<file path="src/hw/rtl/rpts_pkg.sv">
// ----------------------------------------------------------------------------
// Thread scheduler package
// Shared constants, codes, request and status types, and the priority lookup.
// ----------------------------------------------------------------------------
package rpts_pkg;

  localparam int MAX_THREADS   = 8;
  localparam int PRIORITY_BITS = 8;
  localparam int TIDX_W        = 3;
  localparam int CNT_W         = $clog2(MAX_THREADS + 1);
  localparam int TC_W          = 4;
  localparam int PRIO_TABLE_W  = 64;
  localparam int MS_W          = 32;
  localparam int FUNC_W        = 3;
  localparam int STATE_W       = 3;
  localparam int CFG_IDX_W     = 2;
  localparam int CFG_DATA_W    = 64;
  localparam int FIFO_DEPTH    = 2;
  localparam int PTR_W         = $clog2(FIFO_DEPTH);
  localparam int FCNT_W        = $clog2(FIFO_DEPTH + 1);

  typedef enum logic [STATE_W-1:0] {
    ST_ACTIVE   = 3'd0,
    ST_PAUSED   = 3'd1,
    ST_QUEUED   = 3'd2,
    ST_WAITING  = 3'd3,
    ST_SLEEPING = 3'd4,
    ST_BLOCKED  = 3'd5
  } thread_state_t;

  typedef enum logic [FUNC_W-1:0] {
    FN_TICK      = 3'd0,
    FN_BLOCK_CUR = 3'd1,
    FN_BLOCK_IDX = 3'd2,
    FN_UNBLOCK   = 3'd3,
    FN_SLEEP     = 3'd4
  } func_t;

  typedef enum logic [2:0] {
    OP_NOP,
    OP_TICK,
    OP_BLOCK_CUR,
    OP_BLOCK_IDX,
    OP_UNBLOCK,
    OP_SLEEP
  } op_t;

  typedef enum logic [CFG_IDX_W-1:0] {
    CFG_ENABLE = 2'd0,
    CFG_COUNT  = 2'd1,
    CFG_PRIO   = 2'd2
  } cfg_idx_t;

  typedef enum logic [2:0] {
    BK_IDLE,
    BK_APPLY,
    BK_WAKE,
    BK_PAUSE,
    BK_SELECT,
    BK_COMMIT,
    BK_REPORT
  } back_state_t;

  typedef struct packed {
    op_t               op;
    logic              sw;
    logic [TIDX_W-1:0] idx;
    logic [MS_W-1:0]   ms;
    logic [CNT_W-1:0]  n;
  } cmd_t;

  typedef struct packed {
    logic full;
    logic empty;
  } fifo_status_t;

  function automatic logic [PRIORITY_BITS-1:0] prio_of(
    input logic [PRIO_TABLE_W-1:0] tbl,
    input logic [TIDX_W-1:0]       idx
  );
    int unsigned             sh;
    logic [PRIO_TABLE_W-1:0] shifted;
    sh      = int'(idx) * PRIORITY_BITS;
    shifted = tbl >> sh;
    if (sh >= PRIO_TABLE_W) begin
      return '0;
    end
    return shifted[PRIORITY_BITS-1:0];
  endfunction

endpackage

</file>
<file path="src/hw/rtl/rpts_req_if.sv">
// ----------------------------------------------------------------------------
// Event request channel
// Valid/ready channel carrying one scheduler event.
// ----------------------------------------------------------------------------
interface rpts_req_if import rpts_pkg::*; ();
  logic              valid;
  logic              ready;
  logic [FUNC_W-1:0] func;
  logic [TIDX_W-1:0] thread_index;
  logic [MS_W-1:0]   sleep_ms;

  modport source(output valid, func, thread_index, sleep_ms, input ready);
  modport sink(input valid, func, thread_index, sleep_ms, output ready);
endinterface

</file>
<file path="src/hw/rtl/rpts_rsp_if.sv">
// ----------------------------------------------------------------------------
// Scheduler result channel
// Valid/ready channel carrying the running thread after each request.
// ----------------------------------------------------------------------------
interface rpts_rsp_if import rpts_pkg::*; ();
  logic               valid;
  logic               ready;
  logic [TIDX_W-1:0]  current_thread;
  logic [STATE_W-1:0] current_state;
  logic               switched;

  modport source(output valid, current_thread, current_state, switched, input ready);
  modport sink(input valid, current_thread, current_state, switched, output ready);
endinterface

</file>
<file path="src/hw/rtl/rpts_cfg_if.sv">
// ----------------------------------------------------------------------------
// Configuration write channel
// Valid/ready channel carrying a register index and write data.
// ----------------------------------------------------------------------------
interface rpts_cfg_if import rpts_pkg::*; ();
  logic                  valid;
  logic                  ready;
  logic [CFG_IDX_W-1:0]  index;
  logic [CFG_DATA_W-1:0] data;

  modport source(output valid, index, data, input ready);
  modport sink(input valid, index, data, output ready);
endinterface

</file>
<file path="src/hw/rtl/rpts_front.sv">
// ----------------------------------------------------------------------------
// Scheduler front end
// Accepts event requests, checks the addressed thread and decodes each
// request into a command for the command queue.
// ----------------------------------------------------------------------------
module rpts_front import rpts_pkg::*; (
  rpts_req_if.sink          req,
  input  logic              enabled,
  input  logic [TC_W-1:0]   thread_count,
  input  fifo_status_t      fifo_st,
  output logic              push,
  output cmd_t              cmd
);

  logic [CNT_W-1:0] n;
  logic             idx_ok;

  always_comb begin
    if (thread_count == '0) begin
      n = CNT_W'(1);
    end else if (int'(thread_count) > MAX_THREADS) begin
      n = CNT_W'(MAX_THREADS);
    end else begin
      n = CNT_W'(thread_count);
    end
  end

  assign idx_ok = CNT_W'(req.thread_index) < n;

  always_comb begin
    cmd.op  = OP_NOP;
    cmd.sw  = 1'b0;
    cmd.idx = req.thread_index;
    cmd.ms  = req.sleep_ms;
    cmd.n   = n;
    case (req.func)
      FN_TICK: begin
        cmd.op = OP_TICK;
        cmd.sw = enabled;
      end
      FN_BLOCK_CUR: begin
        cmd.op = OP_BLOCK_CUR;
        cmd.sw = 1'b1;
      end
      FN_BLOCK_IDX: begin
        if (idx_ok) begin
          cmd.op = OP_BLOCK_IDX;
        end
      end
      FN_UNBLOCK: begin
        if (idx_ok) begin
          cmd.op = OP_UNBLOCK;
          cmd.sw = 1'b1;
        end
      end
      FN_SLEEP: begin
        cmd.op = OP_SLEEP;
        cmd.sw = 1'b1;
      end
      default: begin
        cmd.op = OP_NOP;
      end
    endcase
  end

  assign req.ready = !fifo_st.full;
  assign push      = req.valid && !fifo_st.full;

endmodule

</file>
<file path="src/hw/rtl/rpts_fifo.sv">
// ----------------------------------------------------------------------------
// Command queue
// Short queue of decoded commands between the front end and the executor.
// ----------------------------------------------------------------------------
module rpts_fifo import rpts_pkg::*; (
  input  logic         clk,
  input  logic         rst,
  input  logic         push,
  input  cmd_t         wr_data,
  input  logic         pop,
  output cmd_t         rd_data,
  output fifo_status_t status
);

  cmd_t              mem [FIFO_DEPTH];
  logic [PTR_W-1:0]  wr_ptr;
  logic [PTR_W-1:0]  rd_ptr;
  logic [FCNT_W-1:0] count;
  logic              do_push;
  logic              do_pop;

  assign status.full  = count == FCNT_W'(FIFO_DEPTH);
  assign status.empty = count == '0;
  assign do_push      = push && !status.full;
  assign do_pop       = pop && !status.empty;
  assign rd_data      = mem[rd_ptr];

  always_ff @(posedge clk) begin
    if (rst) begin
      wr_ptr <= '0;
      rd_ptr <= '0;
      count  <= '0;
    end else begin
      if (do_push) begin
        wr_ptr <= (wr_ptr == PTR_W'(FIFO_DEPTH - 1)) ? '0 : wr_ptr + 1'b1;
      end
      if (do_pop) begin
        rd_ptr <= (rd_ptr == PTR_W'(FIFO_DEPTH - 1)) ? '0 : rd_ptr + 1'b1;
      end
      if (do_push && !do_pop) begin
        count <= count + 1'b1;
      end else if (do_pop && !do_push) begin
        count <= count - 1'b1;
      end
    end
  end

  always_ff @(posedge clk) begin
    if (do_push) begin
      mem[wr_ptr] <= wr_data;
    end
  end

endmodule

</file>
<file path="src/hw/rtl/rpts_back.sv">
// ----------------------------------------------------------------------------
// Scheduler executor
// Applies each command to the thread table, runs the sleep wake-up scan and
// the priority selection one thread per cycle, and registers the result.
// ----------------------------------------------------------------------------
module rpts_back import rpts_pkg::*; (
  input  logic                    clk,
  input  logic                    rst,
  input  fifo_status_t            fifo_st,
  input  cmd_t                    cmd,
  output logic                    pop,
  input  logic [PRIO_TABLE_W-1:0] prio_table,
  rpts_rsp_if.source              rsp,
  output logic                    idle
);

  back_state_t              bstate;
  back_state_t              bstate_next;
  cmd_t                     cmd_q;
  thread_state_t            thr_state   [MAX_THREADS];
  logic [MS_W-1:0]          sleep_start [MAX_THREADS];
  logic [MS_W-1:0]          sleep_delay [MAX_THREADS];
  logic [MS_W-1:0]          ms_clock;
  logic [TIDX_W-1:0]        running;
  logic [CNT_W-1:0]         scan;
  logic [TIDX_W-1:0]        sel;
  logic [PRIORITY_BITS-1:0] sel_prio;
  thread_state_t            sel_st;
  logic                     out_valid;
  logic [TIDX_W-1:0]        out_thread;
  logic [STATE_W-1:0]       out_state;
  logic                     out_switched;

  logic [TIDX_W-1:0]        rd_addr;
  thread_state_t            rd_st;
  logic [MS_W-1:0]          elapsed;
  logic [PRIORITY_BITS-1:0] cand_prio;
  logic                     last;
  logic                     runnable;
  logic                     better;
  logic                     wr_en;
  logic [TIDX_W-1:0]        wr_addr;
  thread_state_t            wr_val;
  logic                     sleep_wr;
  logic                     tick;
  logic                     load_out;

  always_comb begin
    case (bstate)
      BK_WAKE, BK_SELECT: rd_addr = scan[TIDX_W-1:0];
      default:            rd_addr = running;
    endcase
  end

  assign rd_st     = thr_state[rd_addr];
  assign elapsed   = ms_clock - sleep_start[rd_addr];
  assign cand_prio = prio_of(prio_table, rd_addr);
  assign last      = scan == cmd_q.n - 1'b1;
  assign runnable  = rd_st == ST_ACTIVE || rd_st == ST_PAUSED || rd_st == ST_QUEUED;
  assign better    = runnable && (cand_prio < sel_prio ||
                     (cand_prio == sel_prio && rd_st == ST_PAUSED && sel_st == ST_QUEUED));

  always_ff @(posedge clk) begin
    if (rst) begin
      bstate <= BK_IDLE;
    end else begin
      bstate <= bstate_next;
    end
  end

  always_comb begin
    bstate_next = bstate;
    pop         = 1'b0;
    wr_en       = 1'b0;
    wr_addr     = running;
    wr_val      = ST_PAUSED;
    sleep_wr    = 1'b0;
    tick        = 1'b0;
    load_out    = 1'b0;
    case (bstate)
      BK_IDLE: begin
        if (!fifo_st.empty) begin
          pop         = 1'b1;
          bstate_next = BK_APPLY;
        end
      end
      BK_APPLY: begin
        case (cmd_q.op)
          OP_TICK: begin
            tick = 1'b1;
          end
          OP_BLOCK_CUR: begin
            wr_en  = 1'b1;
            wr_val = ST_BLOCKED;
          end
          OP_BLOCK_IDX: begin
            wr_en   = 1'b1;
            wr_addr = cmd_q.idx;
            wr_val  = ST_BLOCKED;
          end
          OP_UNBLOCK: begin
            wr_en   = 1'b1;
            wr_addr = cmd_q.idx;
            wr_val  = ST_PAUSED;
          end
          OP_SLEEP: begin
            wr_en    = 1'b1;
            wr_val   = ST_SLEEPING;
            sleep_wr = 1'b1;
          end
          default: begin
            wr_en = 1'b0;
          end
        endcase
        bstate_next = cmd_q.sw ? BK_WAKE : BK_REPORT;
      end
      BK_WAKE: begin
        if (rd_st == ST_SLEEPING && elapsed >= sleep_delay[rd_addr]) begin
          wr_en   = 1'b1;
          wr_addr = rd_addr;
        end
        if (last) begin
          bstate_next = BK_PAUSE;
        end
      end
      BK_PAUSE: begin
        if (rd_st == ST_ACTIVE) begin
          wr_en = 1'b1;
        end
        bstate_next = BK_SELECT;
      end
      BK_SELECT: begin
        if (last) begin
          bstate_next = BK_COMMIT;
        end
      end
      BK_COMMIT: begin
        wr_en       = 1'b1;
        wr_addr     = sel;
        wr_val      = ST_ACTIVE;
        bstate_next = BK_REPORT;
      end
      BK_REPORT: begin
        if (!out_valid || rsp.ready) begin
          load_out    = 1'b1;
          bstate_next = BK_IDLE;
        end
      end
      default: begin
        bstate_next = BK_IDLE;
      end
    endcase
  end

  always_ff @(posedge clk) begin
    if (rst) begin
      for (int i = 0; i < MAX_THREADS; i++) begin
        thr_state[i] <= (i == 0) ? ST_ACTIVE : ST_QUEUED;
      end
      ms_clock  <= '0;
      running   <= '0;
      out_valid <= 1'b0;
    end else begin
      if (wr_en) begin
        thr_state[wr_addr] <= wr_val;
      end
      if (tick) begin
        ms_clock <= ms_clock + 1'b1;
      end
      if (bstate == BK_COMMIT) begin
        running <= sel;
      end
      if (load_out) begin
        out_valid <= 1'b1;
      end else if (rsp.ready) begin
        out_valid <= 1'b0;
      end
    end
  end

  always_ff @(posedge clk) begin
    if (pop) begin
      cmd_q <= cmd;
    end
    if (sleep_wr) begin
      sleep_start[running] <= ms_clock;
      sleep_delay[running] <= cmd_q.ms;
    end
    if (bstate == BK_APPLY || (bstate == BK_WAKE && last)) begin
      scan <= '0;
    end else if (bstate == BK_WAKE || bstate == BK_SELECT) begin
      scan <= scan + 1'b1;
    end
    if (bstate == BK_SELECT) begin
      if (scan == '0 || better) begin
        sel      <= rd_addr;
        sel_prio <= cand_prio;
        sel_st   <= rd_st;
      end
    end
    if (load_out) begin
      out_thread   <= running;
      out_state    <= rd_st;
      out_switched <= cmd_q.sw;
    end
  end

  assign rsp.valid          = out_valid;
  assign rsp.current_thread = out_thread;
  assign rsp.current_state  = out_state;
  assign rsp.switched       = out_switched;
  assign idle               = bstate == BK_IDLE;

endmodule

</file>
<file path="src/hw/rtl/rtos_priority_thread_scheduler.sv">
// ----------------------------------------------------------------------------
// Fixed-priority preemptive thread scheduler
// A switching request runs the wake-up and selection scans over the thread
// table, one thread a cycle, n the threads in use; other requests skip the
// scans. The executor takes a new request from the queue only once the result
// of the last is loaded. Synchronous reset: thread 0 active, others queued,
// clock and registers at their reset values, queue empty.
// ----------------------------------------------------------------------------
module rtos_priority_thread_scheduler import rpts_pkg::*; (
  input logic        clk,
  input logic        rst,
  rpts_req_if.sink   req,
  rpts_rsp_if.source rsp,
  rpts_cfg_if.sink   cfg
);

  logic                    enabled;
  logic [TC_W-1:0]         thread_count;
  logic [PRIO_TABLE_W-1:0] prio_table;
  fifo_status_t            fifo_st;
  logic                    push;
  logic                    pop;
  cmd_t                    push_cmd;
  cmd_t                    head_cmd;
  logic                    back_idle;

  assign cfg.ready = 1'b1;

  always_ff @(posedge clk) begin
    if (rst) begin
      enabled      <= 1'b0;
      thread_count <= TC_W'(1);
      prio_table   <= '0;
    end else if (cfg.valid) begin
      case (cfg.index)
        CFG_ENABLE: enabled      <= cfg.data[0];
        CFG_COUNT:  thread_count <= cfg.data[TC_W-1:0];
        CFG_PRIO:   prio_table   <= cfg.data[PRIO_TABLE_W-1:0];
        default:    enabled      <= enabled;
      endcase
    end
  end

  rpts_front u_front (
    .req          (req),
    .enabled      (enabled),
    .thread_count (thread_count),
    .fifo_st      (fifo_st),
    .push         (push),
    .cmd          (push_cmd)
  );

  rpts_fifo u_fifo (
    .clk     (clk),
    .rst     (rst),
    .push    (push),
    .wr_data (push_cmd),
    .pop     (pop),
    .rd_data (head_cmd),
    .status  (fifo_st)
  );

  rpts_back u_back (
    .clk        (clk),
    .rst        (rst),
    .fifo_st    (fifo_st),
    .cmd        (head_cmd),
    .pop        (pop),
    .prio_table (prio_table),
    .rsp        (rsp),
    .idle       (back_idle)
  );

`ifndef NO_ASSERTIONS
  a_switch_active: assert property (@(posedge clk) disable iff (rst)
    rsp.valid && rsp.switched |-> rsp.current_state == ST_ACTIVE)
    else $error("switched result does not report an active thread");

  a_back_starts: assert property (@(posedge clk) disable iff (rst)
    !fifo_st.empty && back_idle |=> !back_idle)
    else $error("executor did not take a queued request");

  a_fifo_status: assert property (@(posedge clk) disable iff (rst)
    !(fifo_st.full && fifo_st.empty))
    else $error("command queue both full and empty");
`endif

endmodule
</file>
<file path="src/flat_wrapper.sv">
// flat-port wrapper written by rule: the top's interface ports become plain ports
module rtos_priority_thread_scheduler_flat import rpts_pkg::*;
  (clk, rst, req_valid, req_func, req_thread_index, req_sleep_ms, req_ready, rsp_valid, rsp_current_thread, rsp_current_state, rsp_switched, rsp_ready, cfg_valid, cfg_index, cfg_data, cfg_ready);
  rpts_req_if req_i ();
  rpts_rsp_if rsp_i ();
  rpts_cfg_if cfg_i ();
  input logic clk;
  input logic rst;
  input wire logic [$bits(req_i.valid)-1:0] req_valid;
  input wire logic [$bits(req_i.func)-1:0] req_func;
  input wire logic [$bits(req_i.thread_index)-1:0] req_thread_index;
  input wire logic [$bits(req_i.sleep_ms)-1:0] req_sleep_ms;
  output wire logic [$bits(req_i.ready)-1:0] req_ready;
  output wire logic [$bits(rsp_i.valid)-1:0] rsp_valid;
  output wire logic [$bits(rsp_i.current_thread)-1:0] rsp_current_thread;
  output wire logic [$bits(rsp_i.current_state)-1:0] rsp_current_state;
  output wire logic [$bits(rsp_i.switched)-1:0] rsp_switched;
  input wire logic [$bits(rsp_i.ready)-1:0] rsp_ready;
  input wire logic [$bits(cfg_i.valid)-1:0] cfg_valid;
  input wire logic [$bits(cfg_i.index)-1:0] cfg_index;
  input wire logic [$bits(cfg_i.data)-1:0] cfg_data;
  output wire logic [$bits(cfg_i.ready)-1:0] cfg_ready;
  assign req_i.valid = req_valid;
  assign req_i.func = req_func;
  assign req_i.thread_index = req_thread_index;
  assign req_i.sleep_ms = req_sleep_ms;
  assign req_ready = req_i.ready;
  assign rsp_valid = rsp_i.valid;
  assign rsp_current_thread = rsp_i.current_thread;
  assign rsp_current_state = rsp_i.current_state;
  assign rsp_switched = rsp_i.switched;
  assign rsp_i.ready = rsp_ready;
  assign cfg_i.valid = cfg_valid;
  assign cfg_i.index = cfg_index;
  assign cfg_i.data = cfg_data;
  assign cfg_ready = cfg_i.ready;
  rtos_priority_thread_scheduler u_core (.clk(clk), .rst(rst), .req(req_i), .rsp(rsp_i), .cfg(cfg_i));
endmodule
</file>
<file path="config.mk">
export PLATFORM = sky130hd
export DESIGN_NAME = rtos_priority_thread_scheduler_flat
export DESIGN_NICKNAME = d
export VERILOG_FILES = /design/src/hw/rtl/rpts_pkg.sv /design/src/hw/rtl/rpts_req_if.sv /design/src/hw/rtl/rpts_rsp_if.sv /design/src/hw/rtl/rpts_cfg_if.sv /design/src/hw/rtl/rpts_front.sv /design/src/hw/rtl/rpts_fifo.sv /design/src/hw/rtl/rpts_back.sv /design/src/hw/rtl/rtos_priority_thread_scheduler.sv /design/src/flat_wrapper.sv
export SDC_FILE = /design/constraint.sdc
export NUM_CORES = 1
export LEC_CHECK = 0
export ABC_AREA = 0
export BUFFER_PORTS_ARGS = -buffer_cell sky130_fd_sc_hd__buf_2
export CAP_MARGIN = 40
export CORE_MARGIN = 5
export CORE_UTILIZATION = 29
export DETAILED_ROUTE_END_ITERATION = 16
export PLACE_DENSITY = 0.49
export REMOVE_ABC_BUFFERS = 1
export SYNTH_ARGS = -nofsm -noshare
export SYNTH_HDL_FRONTEND = slang
export SYNTH_SLANG_ARGS = --single-unit
</file>
<file path="constraint.sdc">
create_clock -name clk -period 19.77 [get_ports clk]
set_clock_uncertainty 0.2 [all_clocks]
set_input_delay 3.954 -clock clk [delete_from_list [all_inputs] [get_ports clk]]
set_output_delay 3.954 -clock clk [all_outputs]
set_load 0.05 [all_outputs]
</file>
==> flow_summary_export.csv <==
group,metric,value,unit
finish,post_route_cells_drive_above_1_share,21.8,%
global_routing,grt_first_pass_wirelength,121000,um
global_routing,grt_pass1_vias,19913,
worst_setup_path,worst-endpoint-arrival,9630,ps
finish,layout.filler_cells,11057,
route,drt_drc_violations_left,0,
worst_setup_path,worst_path_fanout_max,39,
worst_setup_path,crit_path_end_kind,"register",
worst_setup_path,critical-path-slowest-cell,"sky130_fd_sc_hd__dfxtp_1",
sta,worst_slack,10320,ps
route,routed_wirelength,78900,um
sta,post-route-min-period,9450,ps
power_and_ir_drop,irDropWorstVdd,86.6,uV
sta,fmaxAchievable,106,MHz
route,postRouteAntennaNets,0,
synth,synth_cell_type_count,80,
worst_setup_path,critPathKind,"register to register",
sta,worst-slew-pin-transition,871,ps
global_routing,grt_overflow_total,0,
sta,worst_slew_margin_rel,41.9,%
synth,syn-cell-area,0.0337,mm2
synth,synth-main-ff-cell,"sky130_fd_sc_hd__edfxtp_1",
clocking,clock_sink_count,801,
synth,synth_edf_count,678,
synth,synthesized_netlist_cell_count,2141,
route,via_per_inst,4.82,
synth,postSynthAreaPerCell,15.8,um2
sta,hold_viol_final,0,
route,vias,18776,
clocking,clk_transition_reported_paths,60,ps
die,chipWidth,351,um
die,core,0.116,mm2
worst_setup_path,worst_ep_required_time,19950,ps
clocking,cts_max_level,3,
finish,area_delta_synth_final,16.8,%
sta,total_count_of_max_transition_violations_in_the_final_report,0,
global_routing,antenna_violations_before_repair,3,
sta,tns,0,ps
clocking,clock_latency,660,ps
clocking,cts_tree,"done",
placed_design,port_buffers,117,
synth,async_reset_ff_share,0,%
worst_setup_path,worst-r2r-cell-count,29,
worst_setup_path,critical_path.startpoint_type,"register",
job,drv_cap,0,
global_routing,global_route.usage.total,12.8,%
die,starting_utilization_of_the_core_area,29.1,%
clocking,max-clock-path-buffers,3,
die,num_io_pins,119,
clocking,cts_hold_repair.buffers,0,
power_and_ir_drop,static-leakage-power,13.2,nW
placed_design,dp_hpwl,48400,um
placed_design,dp_worst_setup_slack,10270,ps
sta,layout_worst_path_cycle_share,47.8,%
route,drt_first_iter_violations,1175,
clocking,tritoncts.num_buffers,91,
worst_setup_path,cp_slowest_stage_delay,860,ps
synth,synth_seq_area_share,67.6,%
power_and_ir_drop,power_density,122,mW/mm2
global_routing,maximum_number_of_pins_on_one_net_before_global_route_repair,66,
clocking,postCtsSetupBuffers,0,
status,outcome,"complete, no violations",
finish,fin_nets,2482,
die,std_cell_rows,125,
die,die_h,351,um
die,die_area,0.123,mm2
route,drt-wirelength-per-cell,20.2,um
synth,flop_and_latch_count_out_of_synthesis,801,
sta,final_report_setup_violation_count,0,
clocking,clk_root_buffer_cell,"sky130_fd_sc_hd__clkbuf_16",
placed_design,routability_congestion,0.814,
worst_hold_path,worst_min_delay_path_category,"register to register",
clocking,cts.repair.resized,0,
synth,ys.warnings.count,0,
route,number_of_detailed_route_iterations_in_the_first_pass,5,
sta,grt_setup_unrepaired,"false",
worst_hold_path,holdPathStages,2,
-- per-stage QoR --
step / total power, mW / instances / hold WS (ps) / area [um2] / utilization, %
global placement: 3.14 / 3714 / 241 / 36100 / 31.2
floorplan: 2.85 / 2044 / 226 / 33300 / -
finish: 4.82 / 3897 / 249 / 39400 / 34.0
global route: 5.06 / 3897 / 261 / 39400 / 34.0
detailed placement: 3.18 / 3725 / 242 / 36400 / 31.4
CTS: 4.89 / 3896 / 253 / 39400 / 34.0
-- flip-flops by register name, indices dropped and copies added, names as in the netlist, 2 cells and up --
signal	count
u_core.u_back.running	3
u_core.u_back.sleep_start	256
u_core.u_back.sel_prio	8
u_core.u_fifo.count	2
u_core.u_back.sel	3
u_core.u_back.sleep_delay	256
u_core.u_back.cmd_q	43
u_core.u_back.rsp.current_state	3
u_core.u_back.ms_clock	32
u_core.u_back.rsp.current_thread	3
u_core.u_back.bstate	3
u_core.u_back.sel_st	3
u_core.u_fifo.mem	86
u_core.u_back.thr_state	23
u_core.u_back.scan	4
u_core.thread_count	4
u_core.prio_table	64
-- worst max-delay path: cells and delay by family (launching register included) --
family,cells,cell delay [ps]
compound gates,9,2590
xor+xnor,1,640
fa+ha+maj,3,1010
buf+inv,3,980
flops,1,860
mux,1,470
simple gates,12,2370
-- kinds of logic after synthesis --
kind of cell,after synthesis,share of synthesized area [%]
flops,801,67.6
compound gates,291,5.65
buf+inv,141,1.67
mux,262,13.3
other cells,1,0.0111
fa+ha+maj,79,2.95
simple gates,498,6.97
xor+xnor,68,1.81
-- synth_stat cells (10+ instances only) --
cell | n | share of area, %
sky130_fd_sc_hd__a211oi_1 | 12 | 0.27
sky130_fd_sc_hd__a21o_1 | 16 | 0.36
sky130_fd_sc_hd__a21oi_1 | 122 | 1.8
sky130_fd_sc_hd__a22oi_1 | 12 | 0.27
sky130_fd_sc_hd__and2_1 | 10 | 0.19
sky130_fd_sc_hd__and3_1 | 12 | 0.22
sky130_fd_sc_hd__buf_1 | 16 | 0.18
sky130_fd_sc_hd__buf_2 | 16 | 0.24
sky130_fd_sc_hd__clkbuf_1 | 61 | 0.68
sky130_fd_sc_hd__dfxtp_1 | 123 | 7.3
sky130_fd_sc_hd__edfxtp_1 | 678 | 60
sky130_fd_sc_hd__ha_1 | 78 | 2.9
sky130_fd_sc_hd__inv_1 | 41 | 0.46
sky130_fd_sc_hd__mux2_2 | 46 | 1.5
sky130_fd_sc_hd__mux2i_1 | 71 | 2.1
sky130_fd_sc_hd__mux4_2 | 144 | 9.6
sky130_fd_sc_hd__nand2_1 | 222 | 2.5
sky130_fd_sc_hd__nand2b_1 | 35 | 0.65
sky130_fd_sc_hd__nand3_1 | 34 | 0.50
sky130_fd_sc_hd__nand4_1 | 14 | 0.26
sky130_fd_sc_hd__nor2_1 | 104 | 1.2
sky130_fd_sc_hd__nor2b_1 | 10 | 0.19
sky130_fd_sc_hd__nor3_1 | 15 | 0.22
sky130_fd_sc_hd__o21a_1 | 24 | 0.53
sky130_fd_sc_hd__o21ai_0 | 35 | 0.52
sky130_fd_sc_hd__xnor2_1 | 33 | 0.86
sky130_fd_sc_hd__xor2_1 | 33 | 0.86
-- layout by cell type, fill, tap and decap left out, types with 12 or more instances in the layout --
cell                          n
sky130_fd_sc_hd__clkbuf_1    29
sky130_fd_sc_hd__o21ai_0     34
sky130_fd_sc_hd__buf_4       30
sky130_fd_sc_hd__a211oi_1    12
sky130_fd_sc_hd__mux2i_1     70
sky130_fd_sc_hd__clkinv_1    13
sky130_fd_sc_hd__dfxtp_1    122
sky130_fd_sc_hd__nand2b_1    35
sky130_fd_sc_hd__edfxtp_1   678
sky130_fd_sc_hd__ha_1        78
sky130_fd_sc_hd__nand3_1     34
sky130_fd_sc_hd__nor2_1      97
sky130_fd_sc_hd__o21a_1      24
sky130_fd_sc_hd__clkbuf_16   92
sky130_fd_sc_hd__a21o_1      16
sky130_fd_sc_hd__nor3_1      13
sky130_fd_sc_hd__a21oi_1    122
sky130_fd_sc_hd__buf_2      116
sky130_fd_sc_hd__mux2_2      46
sky130_fd_sc_hd__xnor2_1     33
sky130_fd_sc_hd__xor2_1      33
sky130_fd_sc_hd__clkinv_2    13
sky130_fd_sc_hd__inv_1       38
sky130_fd_sc_hd__a22oi_1     12
sky130_fd_sc_hd__mux4_2     144
sky130_fd_sc_hd__nand4_1     14
sky130_fd_sc_hd__nand2_1    222
-- cell type report --
cell class / count / area, um2 / share of cell area [%]
clock buffer: 126 / 2480 / 6.29
sequential: 801 / 22800 / 57.9
timing repair buffer: 157 / 1060 / 2.68
clock inverter: 45 / 556 / 1.41
tap: 1524 / 1910 / 4.84
multi-input combinational: 1199 / 10400 / 26.4
antenna: 1 / 2.50 / 0.00635
inverter: 44 / 175 / 0.444
-- report_power, final --
part | switching, mW | internal, mW
clock | 0.680 | 1.01
combinational | 0.570 | 0.404
sequential | 0.121 | 2.03
total | 1.37 | 3.45
-- layer usage --
layer | track usage (%) | vias to the layer above | wire length [um]
met5 | 0 | - | 0
met4 | 4.06 | 0 | 2030
met3 | 2.11 | 131 | 3350
met2 | 21.3 | 426 | 37800
met1 | 17.1 | 9607 | 35600
li1 | - | 8612 | -
-- path summary, 6_finish.rpt --
path | from | end | slack (ps)
max | u_core.u_back.bstate[2] | u_core.u_back.thr_state[2][0] | 10320
min | u_core.prio_table[37] | u_core.prio_table[37] | 250
max reg2reg | u_core.u_back.bstate[2] | u_core.u_back.thr_state[2][0] | 10320
min reg2reg | u_core.prio_table[37] | u_core.prio_table[37] | 250
Note: power is estimated with default switching activity, not from simulation.
